`src/design/rda_pkg.sv`:
```
`timescale 1ns / 1ps
// ----------------------------------------------------------------------------
// rda_pkg
// Shared constants, codes and word types of the datagram ARQ core.
// ----------------------------------------------------------------------------
package rda_pkg;

	localparam int SEND_WINDOW   = 32;
	localparam int SW_W          = 5;
	localparam int REORDER_DEPTH = 32;
	localparam int RO_W          = 5;
	localparam int ACK_DEPTH     = 16;
	localparam int AQ_W          = 4;
	localparam int ACNT_W        = 5;
	localparam int MAX_RESULTS   = 64;
	localparam int RES_W         = 7;

	localparam logic [9:0]  TRIES_CAP       = 10'd1023;
	localparam logic [15:0] RTO_RESET       = 16'd40;
	localparam logic [9:0]  MAX_TRIES_RESET = 10'd1000;
	localparam logic [10:0] PMAX_RESET      = 11'd1390;

	// register indexes
	localparam logic [1:0] REG_RTO  = 2'd0;
	localparam logic [1:0] REG_TRY  = 2'd1;
	localparam logic [1:0] REG_PMAX = 2'd2;

	// request codes
	localparam logic [1:0] OP_SEND = 2'd0;
	localparam logic [1:0] OP_DATA = 2'd1;
	localparam logic [1:0] OP_ACK  = 2'd2;
	localparam logic [1:0] OP_TICK = 2'd3;

	// result kinds
	localparam logic [2:0] K_QUEUED = 3'd0;
	localparam logic [2:0] K_SENT   = 3'd1;
	localparam logic [2:0] K_ACK    = 3'd2;
	localparam logic [2:0] K_DLVR   = 3'd3;
	localparam logic [2:0] K_REJECT = 3'd4;
	localparam logic [2:0] K_DROP   = 3'd5;

	// classified request: a holds the one 32-bit argument of the request
	typedef struct packed {
		logic [1:0]  op;
		logic [31:0] a;
		logic [15:0] seg;
		logic [10:0] len;
	} cmd_t;

	typedef struct packed {
		logic [2:0]  kind;
		logic [31:0] seq;
		logic [31:0] ack_seq;
		logic [10:0] length;
		logic [15:0] segment;
	} res_t;

	typedef struct packed {
		logic [15:0] rto;
		logic [9:0]  max_tries;
		logic [10:0] payload_max;
	} cfg_t;

endpackage

```
`src/design/rda_front.sv`:
```
`timescale 1ns / 1ps
// ----------------------------------------------------------------------------
// rda_front
// Input stage: takes request words and reduces them to one command word.
// ----------------------------------------------------------------------------
module rda_front (
	input  logic             clk,
	input  logic             arst_n,
	input  logic             in_valid,
	output logic             in_ready,
	input  logic [1:0]       req_type,
	input  logic [15:0]      message_length,
	input  logic [31:0]      rx_seq,
	input  logic [15:0]      rx_segment,
	input  logic [10:0]      rx_length,
	input  logic [31:0]      rx_ack_seq,
	input  logic [31:0]      now,
	output logic             cmd_valid,
	input  logic             cmd_ready,
	output rda_pkg::cmd_t    cmd
);

	logic          hold_q;
	rda_pkg::cmd_t cmd_q;
	rda_pkg::cmd_t cls;

	always_comb begin
		cls     = '0;
		cls.op  = req_type;
		case (req_type)
			rda_pkg::OP_SEND: cls.a = {16'd0, message_length};
			rda_pkg::OP_DATA: begin
				cls.a   = rx_seq;
				cls.seg = rx_segment;
				cls.len = rx_length;
			end
			rda_pkg::OP_ACK:  cls.a = rx_ack_seq;
			default:          cls.a = now;
		endcase
	end

	assign in_ready  = !hold_q || cmd_ready;
	assign cmd_valid = hold_q;
	assign cmd       = cmd_q;

	always_ff @(posedge clk or negedge arst_n) begin
		if (!arst_n) begin
			hold_q <= 1'b0;
		end else if (in_ready) begin
			hold_q <= in_valid;
		end
	end

	always_ff @(posedge clk) begin
		if (in_ready && in_valid) begin
			cmd_q <= cls;
		end
	end

endmodule

```
`config.mk`:
```
export PLATFORM = sky130hd
export DESIGN_NAME = rda_front
export DESIGN_NICKNAME = d
export VERILOG_FILES = /design/src/design/rda_pkg.sv /design/src/design/rda_front.sv
export SDC_FILE = /design/constraint.sdc
export NUM_CORES = 1
export LEC_CHECK = 0
export BUFFER_PORTS_ARGS = -buffer_cell sky130_fd_sc_hd__buf_2
export CORE_MARGIN = 4
export CORE_UTILIZATION = 30
export DETAILED_ROUTE_END_ITERATION = 6
export PLACE_DENSITY = 0.61
export SLEW_MARGIN = 20
export SYNTH_ARGS = -nofsm -noshare
export SYNTH_HDL_FRONTEND = slang
export SYNTH_SLANG_ARGS = --single-unit
```
`constraint.sdc`:
```
create_clock -name clk -period 3.1 [get_ports clk]
set_input_delay 0.93 -clock clk [delete_from_list [all_inputs] [get_ports clk]]
set_output_delay 0.93 -clock clk [all_outputs]
set_load 0.03 [all_outputs]
```
==> results.txt <==
* Result of the run: finished, final reports clean
- In this run the standard cell core region covers 0.00937 mm^2.
- Worst clock skew: around 0.0089 ns
* Maximum fanout count along the critical path: 3
- The first global-routing pass estimated 11300 um of wire.
* Die height: 107 um
- Across all setup checks in the final design, the least slack found is 0.802 ns.
* Internal power contribution: 1.61 mW
- Flop and latch count out of synthesis: 62
- The critical path is of the in2out type.
* # resized after CTS: 0
- Post-Synth XOR/XNOR Area: 0%
- Hold-fix buffers, CTS: 0
- CP Data Required Time: 2.17 ns
- Setup repair after global routing left no endpoint under its margin.
* Number of global-route vias before repair: approximately 2300
- For this design the ratio of total power to cell area is between 500 and 600 mW/mm^2.
- Row generation in the floorplan step produced 35 rows.
- Final Setup Violations: 0
* CTS Buf Count: 9
- After synthesis the cells add up to 0.00292 mm^2.
- In this run the register-to-register setup slack is 1.78 ns.
* Placement-stage worst setup slack: 0.683 ns
* Average footprint of a synthesized cell: 18.9 um^2
- Synthesis produced a netlist with a net count of 299.
- The area growth from synthesis to layout is 45.8%.
* Startpoint type of the worst setup path: input pin
- Pin placement for this block handled 208 I/O pins.
- Standard cell area after detailed placement: about 0.0040 mm^2
- Worst supply voltage drop on vdd: 0.000184 V
* Clock network fraction of total power: about a third
- IO buf count: 207
- Global routing finished with a remaining overflow of 0.
- Once layout is done, the placed cells without fillers occupy 0.00425 mm^2.
* Bufs on Longest Clock Path: 2
- Yosys Warn Count: 0
* Syn Inst Count: approximately 150
- Maximum operating frequency: between 0.4 and 0.5 GHz
* Number of distinct library cells after synthesis: 15
- Post-synthesis share of cell area spent on and, or, nand and nor gates: 6.91%
- Of the synthesized area, sequential elements account for between 60% and 70%.
- Wires add up to 7670 um.
- Combinational logic is responsible for between 15 and 20% of the overall power.
* Count of TritonRoute iterations in the first routing pass: 4
- Post-DP HPWL: between 5000 and 6000 um
* Number of violations of the max-capacitance limit: 0
- The final number of max-transition violations is 0.
- Once the floorplan was initialized, standard cells occupied a little under a third of the core.
- Synthesized-area fraction occupied by ao, oa, aoi and oai cells: under 10%
- Routed length per placed instance: between 15 and 20 um
* CP arrival: approximately 1.4 ns
- Crit share post-route: 74.1%
* Clk slew on worst S/H paths: 0.07 ns
* Sort of element at the end of the critical path: primary output
* Fin. Hold Viols: 0
* Total Nets Final: 508
- Via Count: 2131
- Crit-path cells: buf_2 -> nand2b_1 -> buf_2
* Via density per instance: 4.29
- Share of Yosys cell area claimed by the top area cell type: 62.8%
* Pin count of the biggest net entering global routing: 62
- Measured against its own limit, the worst slew margin works out to 46.1%.
- Clock insertion delay at the later pin of the skew report: 0.33 ns
- In this run switching power makes up 24.7% of total power.
- After synthesis, the cell types taking the most area are sky130_fd_sc_hd__edfxtp_1 (63%), sky130_fd_sc_hd__mux4_2 (12%), sky130_fd_sc_hd__mux2_4 (7.7%).
* CTS sink count: 62
- Cell with the largest stage delay on the worst path: sky130_fd_sc_hd__buf_2
* Startpoint of the most critical register-to-register path: cmd_valid
- The initial antenna violation count was 0.
* Number of nets still failing antenna checks after routing: 0
* Cell at the root of the clock tree: sky130_fd_sc_hd__clkbuf_8
* Launch point of the worst path: cmd_ready
- Final critical delay including setup and external delays: approximately 2.3 ns
- The path class of the tightest hold or removal check is in2async.
- LEAKAGE: 1.95 nW
* Antenna diode count: 0
* Fraction of layout cells with a size suffix above 1: 69.8%
* Die Width: ~110 um
- Synth area leader: sky130_fd_sc_hd__edfxtp_1
* Most frequent cell on the critical path: sky130_fd_sc_hd__buf_2
- TritonCTS built the clock tree.
* Share of cell area taken by muxes after synthesis: 20.5%
* Residual DRC count: 0
- In this run the post-CTS setup repair buffer count came out at 0.
- For the pin with the worst max-slew slack, the measured transition is between 0.8 and 0.9 ns.
- Combinational family with the most area after synthesis: multiplexers
- Across every metal layer, demand over resource in global routing totals 13.1%.
- Total net switching power: 529 uW
- The most critical setup path has its endpoint at in_ready.
- The cell family contributing the most delay on the critical path is buffers and inverters.
- The share of total power dissipated in sequential elements is 46.7%.
* H-tree depth: 3
- Routability Congestion: about 0.7
- In this run, the number of DRC markers left after iteration 0 of detailed routing was between 70 and 80.
- The worst register-to-register path ends at cmd[51].
* Worst reg-to-reg path cell count: 3
- Slowest cell delay on critical path: about 0.19 ns
- Sum of negative setup slack: 0 ns
- Worst path buffer plus inverter count: 2
- Total power consumption of the routed design: ~2.1 mW
- Post-synthesis adder-cell area fraction: 0%
- The critical path crosses 3 cells after its start point.
- The die covers 0.0114 mm^2.
-- flip-flops by register name, indices dropped and copies added (netlist names) --
register / flops
cmd: 61
cmd_valid: 1
-- placed cells by master, fill, tap and decap left out --
cell type                   synthesis  layout
sky130_fd_sc_hd__a22o_1            16      16
sky130_fd_sc_hd__and2_1            28      27
sky130_fd_sc_hd__and2_2             0       1
sky130_fd_sc_hd__buf_12             2       2
sky130_fd_sc_hd__buf_2              3     207
sky130_fd_sc_hd__buf_4              1       2
sky130_fd_sc_hd__bufinv_16          0       2
sky130_fd_sc_hd__clkbuf_1           1       1
sky130_fd_sc_hd__clkbuf_8           0       9
sky130_fd_sc_hd__clkinv_1           0       3
sky130_fd_sc_hd__clkinv_2           0       1
sky130_fd_sc_hd__dfrtp_1            1       1
sky130_fd_sc_hd__edfxtp_1          61      61
sky130_fd_sc_hd__mux2_2             1       1
sky130_fd_sc_hd__mux2_4            15      15
sky130_fd_sc_hd__mux4_2            16      16
sky130_fd_sc_hd__nand2b_1           2       2
sky130_fd_sc_hd__nor2b_4            1       1
-- layout make-up --
class | count | area (um^2)
tap | 129 | 161
clock buffer | 10 | 128
multi-input combinational | 79 | 940
timing repair buffer | 211 | 1090
clock inverter | 6 | 76.3
fill | 897 | 5120
sequential | 62 | 1860
-- layer usage --
layer / global-route usage, % / up-vias / wire, um
met5: 0 / - / 0
met4: 3.84 / 0 / 76
met3: 5.60 / 7 / 717
met2: 21.4 / 131 / 3640
met1: 15.9 / 964 / 3240
li1: - / 1029 / -
-- worst min path at each step --
stage / from / to / slack, ns
final: arst_n / cmd_valid / 0.36
after global routing: arst_n / cmd_valid / 0.32
after CTS: arst_n / cmd_valid / 0.33
after detailed placement: cmd_valid / cmd_valid / 0.52
after global placement: cmd_valid / cmd_valid / 0.51
after floorplan: arst_n / cmd_valid / 0.63
-- power groups by stage --
stage | Combinational (mW) | Sequential, mW | Clock, mW
floorplan | 0.140 | 1.13 | 0
CTS | 0.403 | 1.00 | 0.772
detailed placement | 0.403 | 1.02 | 0
global placement | 0.398 | 1.02 | 0
global route | 0.426 | 1.00 | 0.805
finish | 0.397 | 0.999 | 0.745
-- worst reg2reg max path, delay by kind of cell (launching register included) --
kind | cells | cell delay [ns]
AND/OR/NAND/NOR | 2 | 0.28
flip-flops | 1 | 0.38
buffers and inverters | 1 | 0.30
-- cell families after synthesis --
kind of cell | after synthesis
AND/OR/NAND/NOR | 31
AO/OA/AOI/OAI | 16
flip-flops | 62
buffers and inverters | 13
multiplexers | 32
-- through the flow --
step | std cells | util [%] | hold slack [ns]
final | 497 | 45.4 | 0.357
after global routing | 497 | 45.4 | 0.323
after CTS | 497 | 45.4 | 0.330
after detailed placement | 481 | 43.2 | 0.517
after global placement | 481 | 43.2 | 0.505
after floorplan | 154 | - | 0.634
-- cell usage after synthesis --
cell                       count
sky130_fd_sc_hd__buf_12        2
sky130_fd_sc_hd__buf_2         3
sky130_fd_sc_hd__a22o_1       16
sky130_fd_sc_hd__dfrtp_1       1
sky130_fd_sc_hd__edfxtp_1     61
sky130_fd_sc_hd__nor2b_4       1
sky130_fd_sc_hd__and2_1       28
sky130_fd_sc_hd__buf_6         4
sky130_fd_sc_hd__mux2_2        1
sky130_fd_sc_hd__mux4_2       16
sky130_fd_sc_hd__clkbuf_2      2
sky130_fd_sc_hd__buf_4         1
sky130_fd_sc_hd__clkbuf_1      1
sky130_fd_sc_hd__mux2_4       15
sky130_fd_sc_hd__nand2b_1      2
Power figures use the tool's default switching activity.
