<file path="src/design/rda_pkg.sv">
`timescale 1ns / 1ps
// ----------------------------------------------------------------------------
// rda_pkg
// Shared constants, codes and word types of the datagram ARQ core.
// ----------------------------------------------------------------------------
package rda_pkg;

	localparam int SEND_WINDOW   = 32;
	localparam int SW_W          = 5;
	localparam int REORDER_DEPTH = 32;
	localparam int RO_W          = 5;
	localparam int ACK_DEPTH     = 16;
	localparam int AQ_W          = 4;
	localparam int ACNT_W        = 5;
	localparam int MAX_RESULTS   = 64;
	localparam int RES_W         = 7;

	localparam logic [9:0]  TRIES_CAP       = 10'd1023;
	localparam logic [15:0] RTO_RESET       = 16'd40;
	localparam logic [9:0]  MAX_TRIES_RESET = 10'd1000;
	localparam logic [10:0] PMAX_RESET      = 11'd1390;

	// register indexes
	localparam logic [1:0] REG_RTO  = 2'd0;
	localparam logic [1:0] REG_TRY  = 2'd1;
	localparam logic [1:0] REG_PMAX = 2'd2;

	// request codes
	localparam logic [1:0] OP_SEND = 2'd0;
	localparam logic [1:0] OP_DATA = 2'd1;
	localparam logic [1:0] OP_ACK  = 2'd2;
	localparam logic [1:0] OP_TICK = 2'd3;

	// result kinds
	localparam logic [2:0] K_QUEUED = 3'd0;
	localparam logic [2:0] K_SENT   = 3'd1;
	localparam logic [2:0] K_ACK    = 3'd2;
	localparam logic [2:0] K_DLVR   = 3'd3;
	localparam logic [2:0] K_REJECT = 3'd4;
	localparam logic [2:0] K_DROP   = 3'd5;

	// classified request: a holds the one 32-bit argument of the request
	typedef struct packed {
		logic [1:0]  op;
		logic [31:0] a;
		logic [15:0] seg;
		logic [10:0] len;
	} cmd_t;

	typedef struct packed {
		logic [2:0]  kind;
		logic [31:0] seq;
		logic [31:0] ack_seq;
		logic [10:0] length;
		logic [15:0] segment;
	} res_t;

	typedef struct packed {
		logic [15:0] rto;
		logic [9:0]  max_tries;
		logic [10:0] payload_max;
	} cfg_t;

endpackage

</file>
<file path="src/design/rda_queue.sv">
`timescale 1ns / 1ps
// ----------------------------------------------------------------------------
// rda_queue
// Two-entry command queue between the front and the sequencer.
// ----------------------------------------------------------------------------
module rda_queue (
	input  logic          clk,
	input  logic          arst_n,
	input  logic          push_valid,
	output logic          push_ready,
	input  rda_pkg::cmd_t push_cmd,
	output logic          pop_valid,
	input  logic          pop,
	output rda_pkg::cmd_t pop_cmd
);

	rda_pkg::cmd_t mem_q [2];
	logic          wp_q;
	logic          rp_q;
	logic [1:0]    cnt_q;
	logic          wr;
	logic          rd;

	assign push_ready = (cnt_q != 2'd2);
	assign pop_valid  = (cnt_q != 2'd0);
	assign pop_cmd    = mem_q[rp_q];
	assign wr         = push_valid && push_ready;
	assign rd         = pop && pop_valid;

	always_ff @(posedge clk or negedge arst_n) begin
		if (!arst_n) begin
			wp_q  <= 1'b0;
			rp_q  <= 1'b0;
			cnt_q <= 2'd0;
		end else begin
			if (wr) wp_q <= !wp_q;
			if (rd) rp_q <= !rp_q;
			cnt_q <= cnt_q + {1'b0, wr} - {1'b0, rd};
		end
	end

	always_ff @(posedge clk) begin
		if (wr) begin
			mem_q[wp_q] <= push_cmd;
		end
	end

endmodule

</file>
<file path="config.mk">
export PLATFORM = sky130hd
export DESIGN_NAME = rda_queue
export DESIGN_NICKNAME = d
export VERILOG_FILES = /design/src/design/rda_pkg.sv /design/src/design/rda_queue.sv
export SDC_FILE = /design/constraint.sdc
export NUM_CORES = 1
export LEC_CHECK = 0
export ABC_AREA = 1
export BUFFER_PORTS_ARGS = -buffer_cell sky130_fd_sc_hd__buf_2
export CAP_MARGIN = 20
export CORE_MARGIN = 1
export CORE_UTILIZATION = 50
export CTS_CLUSTER_SIZE = 25
export DETAILED_ROUTE_END_ITERATION = 6
export GPL_ROUTABILITY_DRIVEN = 0
export PLACE_DENSITY = 0.77
export SLEW_MARGIN = 20
export SYNTH_ARGS = -nofsm -noshare
export SYNTH_HDL_FRONTEND = slang
export SYNTH_SLANG_ARGS = --single-unit
</file>
<file path="constraint.sdc">
create_clock -name clk -period 4.1 [get_ports clk]
set_input_delay 0.82 -clock clk [delete_from_list [all_inputs] [get_ports clk]]
set_output_delay 0.82 -clock clk [all_outputs]
set_load 0.03 [all_outputs]
</file>
==> out/qor.txt, run 1 <==
# diodes = 0
Lkg Pwr = 2.61 nW
actual slew at the worst max-slew pin = 0.867 ns
P&R area growth vs syn = 27.8%
initial antenna violation count = 0
Cell variety after synth = 17
Final Total Pwr = 0.00513 W
largest net degree at the start of global routing = 63
CTS H-tree lvls = 4
TritonCTS clock tree = yes
Cell Area, Synth = 4690 um^2
first-pass GRT wire length = 13.2 mm
Residual DRC = 0
die height = 98.9 um
GR Overflow Total = 0
status = finished, final reports clean
row count = 34
Reg2Reg Depth = 4
Die X = 98.9 um
Worst slew margin = 42.1%
DRT Pass-1 Iters = 4
WS Path Type = reg2out
Clock Skew = 0.00880 ns
Yosys top cell by area = edfxtp_1
cts bufs inserted = 17
GRT Util Overall = 18.3%
initial DRC count = 133
CP arrival = 1.92 ns
vias in the first global route = 2811
sequential cell area fraction in the yosys report = 80.2%
unrepaired setup endpoints after global routing = no
Slew Limit Fails = 0
post-DP HPWL = 5.29 mm
Final TNS setup = 0 ns
layout cells sized above 1 = 33.6%
via count = 2914
Synth Instances = 350
CTS resizes = 0
Min-Delay Path Class = in2async
placeable core area = 8890 um^2
clk_lat worst skew = 0.50 ns
CTS clk-pin slew, worst paths = 0.06 ns
Initial Utilization = 52.8%
crit path time final = 2.74 ns
Routed WL = 8.59 mm
per-cell routed wire length = 14.1 um
Root Driver = clkbuf_8
max_cap viols = 0
placed insts = 576
commonest non-fill, non-tap cell in the layout = nand2_1
Hold-fix buffers, CTS = 0
Avg Inst Size Synth = 13.4 um^2
Final Hold Viols = 0
remaining antenna violation count = 0
Worst Path Max Fanout = 61
setup bufs post-CTS = 0
final core occ = 67.5%
Pwr Density = 856 nW/um^2
count of state elements after synthesis = 126
crit start category = register
die area = 9780 um^2
IO Count = 128
Syn Nets = 416
# nets final = 553
clk buf depth = 2
Final period util = 66.9%
Yosys top cell area share = 78.0%
Area contributors post-synth = edfxtp_1 78%, nand2_1 15%, dfrtp_1 2.1%
CTS sink count = 126
data required time of the worst path = 3.28 ns
Vias/cell = 4.79
Yosys Warn Count = 0
final setup fails = 0
commonest non-fill, non-tap cells in the layout = 190 x nand2_1, 127 x buf_2, 122 x edfxtp_1
port bufs = 127
Post-Layout Cell Count = 608
Fmax = 365 MHz
Worst Setup End Kind = output port
Max VDD drop = 465 uV
-- kinds of logic after synthesis --
family                     after synthesis  share of synthesized area (%)
AOI/OAI and AO/OA                        2                          0.213
xor gates and xnor gates                 1                          0.187
adders and majority gates                1                          0.266
buffers and inverters                   21                           3.04
DFF                                    126                           80.2
and+or+nand+nor                        199                           16.1
-- worst max-delay path: stages, from the launching register on --
cell and delay [ns]:
dfrtp_2 0.39, buf_4 0.54, nand2_1 0.16, nand2_1 0.12
buf_2 0.20
-- cell usage after synthesis --
master and instances:
nand2_1 190, nor2_2 1, nand2_2 2, buf_4 2
inv_1 6, ha_1 1, a21oi_1 1, inv_6 1
nor2_1 4, o21ai_1 1, edfxtp_1 122, buf_2 5
nand3_1 2, buf_6 6, dfrtp_1 4, xor2_1 1
inv_2 1
-- through the flow --
step,hold slack (ns),area [um^2],worst slack [ns]
final,0.113,6000,1.36
after global routing,0.0968,6000,1.21
after CTS,0.0955,6000,1.31
after detailed placement,0.582,5410,1.57
after global placement,0.567,5410,1.65
after floorplan,0.485,4690,0.165
-- power by group --
part	switching (W)	internal (W)	total [W]
logic	0.00139	0.000442	0.00183
registers	0.0000836	0.00176	0.00184
clock network	0.000533	0.000924	0.00146
-- per-layer routing --
metal  vias to the layer above  global-route usage (%)  share of wire [%]
met1                      1340                    21.5                 40
met5                         -                       0                  0
li1                       1448                       -                  -
met3                        12                    6.17                7.8
met2                       114                    30.6                 51
met4                         0                    8.38                1.3
-- worst paths after layout --
path,start,end,slack (ns)
max in group asynchronous,arst_n,rp_q,3.85
max reg2reg,cnt_q[1],mem_q[1][41],2.01
max,rp_q,pop_cmd[17],1.36
min in group clk,push_cmd[15],mem_q[1][15],0.50
min reg2reg,cnt_q[0],cnt_q[0],0.59
min,arst_n,wp_q,0.11
-- state kept, by name, summed over array words and instances, names as in the netlist --
| name | cells |
|---|---|
| mem_q | 122 |
| cnt_q | 2 |
| rp_q | 1 |
| wp_q | 1 |
-- cell type report --
class | instances | area, um^2
repair buffers | 131 | 678
inverters | 8 | 35.0
multi-input cells | 203 | 801
fillers | 629 | 2890
well taps | 108 | 135
clock buffers | 18 | 418
flip-flops and latches | 126 | 3760
clock inverters | 14 | 168
Power figures use the tool's default switching activity.
==> run 2: changes to the inputs <==
==> constraint.sdc (replaced) <==
create_clock -name clk -period 2.6 [get_ports clk]
set_input_delay 0.52 -clock clk [delete_from_list [all_inputs] [get_ports clk]]
set_output_delay 0.52 -clock clk [all_outputs]
set_load 0.03 [all_outputs]
==> run 2 against run 1 <==
Against the previous run:
- register-to-register slack got worse by 1.1 ns
- critical path type unchanged
- first-iteration DRC count down 6.8%
- non-clock buffer count rose by 3
- total power grew 57%
- critical endpoint is now pop_cmd[15]
==> out/qor.txt, run 2 (synthesis gave the netlist of run 1 again) <==
Max VDD drop = 770 uV
CTS H-tree lvls = 4
Lkg Pwr = 2.64 nW
via count = 2990
P&R area growth vs syn = 28.0%
TritonCTS clock tree = yes
Residual DRC = 0
# diodes = 0
Vias/cell = 4.89
crit path time final = 2.38 ns
Worst Setup End Kind = output port
GR Util met2 = 31.6%
die area = 9780 um^2
GRT Util Overall = 19.7%
Routed WL = 8.80 mm
Die X = 98.9 um
Clock Skew = 0.00713 ns
Post-Layout Cell Count = 611
unrepaired setup endpoints after global routing = no
Fmax = 420 MHz
vias in the first global route = 2926
initial antenna violation count = 0
port bufs = 127
Slew Limit Fails = 0
largest net degree at the start of global routing = 63
IO Count = 128
initial DRC count = 124
top flop regs = mem_q: 122 flops, cnt_q: 2 flops
commonest non-fill, non-tap cells in the layout = 190 x nand2_1, 127 x buf_2, 122 x edfxtp_1
CTS clk-pin slew, worst paths = 0.06 ns
Final period util = 91.6%
post-DP HPWL = 5.55 mm
DRT Pass-1 Iters = 4
WS Path Type = reg2out
Worst Path Max Fanout = 62
max_cap viols = 0
Final TNS setup = 0 ns
GR Util met3 = 7.80%
data required time of the worst path = 2.08 ns
Hold Crit Start = push_cmd[53]
crit start category = register
Min-Delay Path Class = in2reg
remaining antenna violation count = 0
Final Hold Viols = 0
Reg2Reg Depth = 4
die height = 98.9 um
met1 usage = 24.2%
CTS sink count = 126
clk_lat worst skew = 0.50 ns
Crit Reg-Reg Endpoint = mem_q[0][18]
hold path endpoint = mem_q[0][53]
clk buf depth = 2
setup bufs post-CTS = 0
Hold Path Stages = 1
GRT busiest layer = met2
per-cell routed wire length = 14.4 um
Root Driver = clkbuf_8
commonest non-fill, non-tap cell in the layout = nand2_1
status = finished, final reports clean
Pwr Density = 1340 nW/um^2
placeable core area = 8890 um^2
layout cells sized above 1 = 33.4%
placed insts = 578
actual slew at the worst max-slew pin = 0.601 ns
GR Overflow Total = 0
cts bufs inserted = 17
fill count = 621
FF-to-FF setup slack = 0.91 ns
row count = 34
Initial Utilization = 52.8%
# nets final = 556
Largest register FFs = 122
register bank with the most flops = mem_q
worst r2r src = cnt_q[1]
final setup fails = 0
Worst slew margin = 59.9%
first-pass GRT wire length = 14.1 mm
CP arrival = 1.86 ns
## run 2: changes by cell type in the layout (fill, tap and decap cells not counted), sizes merged
cell,delta
dlygate4sd3,+1
clkbuf,+1
buf,+2
clkinvlp,-4
clkinv,+5
inv,-2
## run 2: worst max-delay path by stage
stage                         from  slack [ns]     endpoint
final                         rp_q        0.22  pop_cmd[15]
after global routing          rp_q        0.06   pop_cmd[3]
after CTS                     rp_q        0.15  pop_cmd[15]
after detailed placement      rp_q        0.71   pop_cmd[3]
after global placement        rp_q        0.75  pop_cmd[53]
after floorplan           cnt_q[1]        0.51  mem_q[1][0]
## run 2: cell type report
class | instances | area [um^2] | share of cell area [%]
sequential | 126 | 3760 | 62.7
multi-input combinational | 203 | 801 | 13.3
timing repair buffer | 134 | 703 | 11.7
clock buffer | 19 | 422 | 7.02
clock inverter | 13 | 148 | 2.46
tap | 108 | 135 | 2.25
inverter | 8 | 35.0 | 0.583
## run 2: worst max-delay path, stage by stage, from the launching register on
cell and delay [ns]:
dfrtp_2 0.53, inv_6 0.40, nand2_1 0.13, nand2_1 0.10
buf_2 0.19
## run 2: metrics by stage
| step | total power, W | cell area [um^2] | setup WS (ns) | hold slack [ns] | util [%] |
|---|---|---|---|---|---|
| final | 0.00805 | 6010 | 0.217 | 0.206 | 67.6 |
| after global routing | 0.00849 | 6010 | 0.0599 | 0.171 | 67.6 |
| after detailed placement | 0.00589 | 5430 | 0.709 | 0.335 | 61.1 |
| after floorplan | 0.00509 | 4710 | 0.515 | 0.224 | - |
| after CTS | 0.00815 | 6010 | 0.147 | 0.176 | 67.6 |
| after global placement | 0.00582 | 5430 | 0.753 | 0.336 | 61.1 |
## run 2: layer usage
| layer | vias up | share of wire, % |
|---|---|---|
| met5 | - | 0 |
| met4 | 0 | 0.99 |
| met3 | 11 | 7.2 |
| met2 | 112 | 50 |
| met1 | 1407 | 42 |
| li1 | 1460 | - |
## run 2: power by group
group / switching, W / leakage (nW) / internal [W] / total (W)
Sequential: 0.000168 / 1.18 / 0.00278 / 0.00294
Clock: 0.000784 / 0.280 / 0.00144 / 0.00223
Combinational: 0.00217 / 1.18 / 0.000710 / 0.00288
Total: 0.00312 / 2.64 / 0.00493 / 0.00805
## run 2: repair_timing
| action | in CTS | in global routing |
|---|---|---|
| hold buffers | 1 | 0 |
| endpoints found under the hold margin | 4 | 0 |
| resized for setup | 0 | 0 |
